File: config.mk
export PLATFORM = sky130hd
export DESIGN_NAME = kdst_ram
export DESIGN_NICKNAME = d
export VERILOG_FILES = /design/src/rtl/kdst_ram.sv
export SDC_FILE = /design/constraint.sdc
export NUM_CORES = 2
export LEC_CHECK = 0
export ABC_AREA = 1
export BUFFER_PORTS_ARGS = -buffer_cell sky130_fd_sc_hd__buf_2
export CORE_AREA = 3 3 413 415
export CTS_BUF_LIST = sky130_fd_sc_hd__clkbuf_4
export DETAILED_ROUTE_END_ITERATION = 12
export DIE_AREA = 0 0 416 418
export SYNTH_ARGS = -nofsm -noshare
export SYNTH_HDL_FRONTEND = slang
export SYNTH_SLANG_ARGS = --single-unit
File: constraint.sdc
create_clock -name clock -period 4.8 [get_ports clock]
set_input_delay 0.72 -clock clock [delete_from_list [all_inputs] [get_ports clock]]
set_output_delay 0.72 -clock clock [all_outputs]
set_load 0.05 [all_outputs]
File: src/rtl/kdst_ram.sv
module kdst_ram #(
   parameter int WIDTH = 8,
   parameter int DEPTH = 256
) (
   input  logic                     clock,
   input  logic                     wr_en,
   input  logic [$clog2(DEPTH)-1:0] wr_addr,
   input  logic [WIDTH-1:0]         wr_data,
   input  logic                     rd_en,
   input  logic [$clog2(DEPTH)-1:0] rd_addr,
   output logic [WIDTH-1:0]         rd_data
);

   logic [WIDTH-1:0] mem_ff [DEPTH];

   always_ff @(posedge clock) begin
      if (wr_en) begin
         mem_ff[wr_addr] <= wr_data;
      end
      if (rd_en) begin
         rd_data <= mem_ff[rd_addr];
      end
   end

endmodule

==> results.cfg <==
[worst_setup_path]
path_delay_family = flip-flops
cp_slowest_cell = edfxtp_1
critPathKind = reg -> out
cpPeakStageDelay_ns = 0.61
cp.required_ns = 4.08
path_max_fanout = 1
path_buf_inv = 1
cp-end-kind = primary output
worstPathCellList = buf_2
arrival_ns = 2.27
worstSetupStartpointType = flip-flop

[clock_tree]
cts.root.buffer_cell = clkbuf_4
clock_latency_ns = 1.35
h-tree-depth = 6
clk_pin_slew_ns = 0.06
cts_sinks = 2056
cts_setup_buffers = 0
cts_tree = built
cts.path.max_buffers = 4
cts_buffers = 552

[drt]
ant_nets = 0
vias = 56400
drt-initial-drc-count = 6355
first_pass_iters = 6
drc = 0
route.detailed.vias_per_inst = 5.77
routed_wl_mm = 238
wl_per_cell_um = 24.3

[global_routing]
grtUsageMet2_pct = 42.9
grtUsageMet3_pct = 5.79
antenna_found_initial = 11
grt.busiest_layer = met2
grt_max_degree = 156
grt_pass1_vias = 54500
grt_pass1_wl_mm = 351
met1_usage_pct = 36.6
grt_use_total_pct = 27.1
grt_overflow_total = 0

[timing]
fin_tns_setup_ns = 0
rsz0062_at_grt = false
tightest_slew_ns = 1.18
max_freq_mhz = 334
maxSlewHeadroom_pct = 20.9
fin_crit_ns = 2.99
hold_viol = 0
setup_violations = 0
skew_ns = 0.0974
min_period_over_period_pct = 62.3
whs_ns = 0.241
worst_slack_ns = 1.81
slew_viol_final = 0

[pwr]
power_leakage_nw = 32.5
max-vdd-ir-drop_v = 0.000260
power_density_nw_per_um2 = 402
total_power_mw = 37.1

[synth]
synth_seq_area_share_pct = 74.0
synth_fp_nets = 7030
syn_area_um2 = 83500
ys_warn_count = 0
synthCells = 7003
ys_ff_latch = 2056
syn_avg_cell_area_um2 = 11.9
synth.distinct_cells = 13

[floorplanning]
dieArea_um2 = 174000
fp-row-count = 150
dieWidth_um = 416
core_area_um2 = 167000
ios = 35
start_util_pct = 50.0
die_h_um = 418

[cells_and_area]
postLayoutCellArea_um2 = 92300
syn_to_final_growth_pct = 10.5
final_cells = 9779
layout_commonest_cell = nand2_1
drive_above_1_share_pct = 13.1
layout.nets = 7265
mostFrequentLayoutCells = nand2_1 (2,109), edfxtp_1 (2,056), nand3_1 (2,019)
fillers = 14100
post-route-util_pct = 55.2

[placement]
gp_congestion = 0.876
io_buffers = 34
place_worst_setup_slack_ns = 0.947
dp_hpwl_mm = 131
dp.cells = 8878
dpl_cell_area_um2 = 85600

[outcome]
status = completed

[run]
maxCapViolCount = 0

[worst_hold_path]
hp-class = in -> reg
-- area by class of cell --
type / instances / area (µm²) / share of cell area, %
clock buffer: 790 / 5930 / 6.43
inverter: 39 / 180 / 0.195
clock inverter: 97 / 639 / 0.693
timing repair buffer: 164 / 1850 / 2.00
sequential: 2056 / 61700 / 66.9
tap: 2204 / 2760 / 2.99
antenna: 4 / 10.0 / 0.0108
multi-input combinational: 4425 / 19200 / 20.8
-- report_power, final --
group | switching [mW] | internal (mW)
Clock | 6.96 | 8.02
Combinational | 1.76 | 0.537
Sequential | 0.0250 | 19.8
-- cell families after synthesis --
kind of cell	after synthesis	synth area share (%)
flops	2056	74.0
simple gates	4425	22.9
buf+inv	522	3.12
-- sequential cells by signal, summed over array words and instances (netlist names) --
| name | cells |
|---|---|
| rd_data | 8 |
| mem_ff | 2048 |
-- cells in the mapped netlist --
| master | number | area (µm²) |
|---|---|---|
| inv_4 | 1 | 6.26 |
| buf_4 | 46 | 345 |
| buf_6 | 16 | 180 |
| nand2_1 | 2123 | 7970 |
| clkbuf_1 | 112 | 420 |
| nor2_1 | 283 | 1060 |
| buf_1 | 40 | 150 |
| inv_1 | 36 | 135 |
| edfxtp_1 | 2056 | 61700 |
| nand3_1 | 2019 | 10100 |
| buf_2 | 268 | 1340 |
| inv_2 | 2 | 7.51 |
| buf_8 | 1 | 15.0 |
-- path summary, 6_finish.rpt --
path         cells past startpoint                     start  slack [ns]                    to
min reg2reg                     10   mem_ff[48][3]$_DFFE_PP_        1.03  rd_data[3]$_DFFE_PP_
max                              1      rd_data[2]$_DFFE_PP_        1.81            rd_data[2]
min                              5                rd_addr[6]        0.24  rd_data[4]$_DFFE_PP_
max reg2reg                     10  mem_ff[111][4]$_DFFE_PP_        2.68  rd_data[4]$_DFFE_PP_
-- repair_timing --
action                                 CTS  global route
resized for setup                        0             0
hold buffers                            10             0
endpoints found under the hold margin  706             0
-- per-layer routing --
metal	routed length (µm)	part of all wire, %
met5	30	0.013
met4	8090	3.4
met3	20500	8.6
met2	114000	48
met1	95600	40
Note: power is estimated with default switching activity, not from simulation.
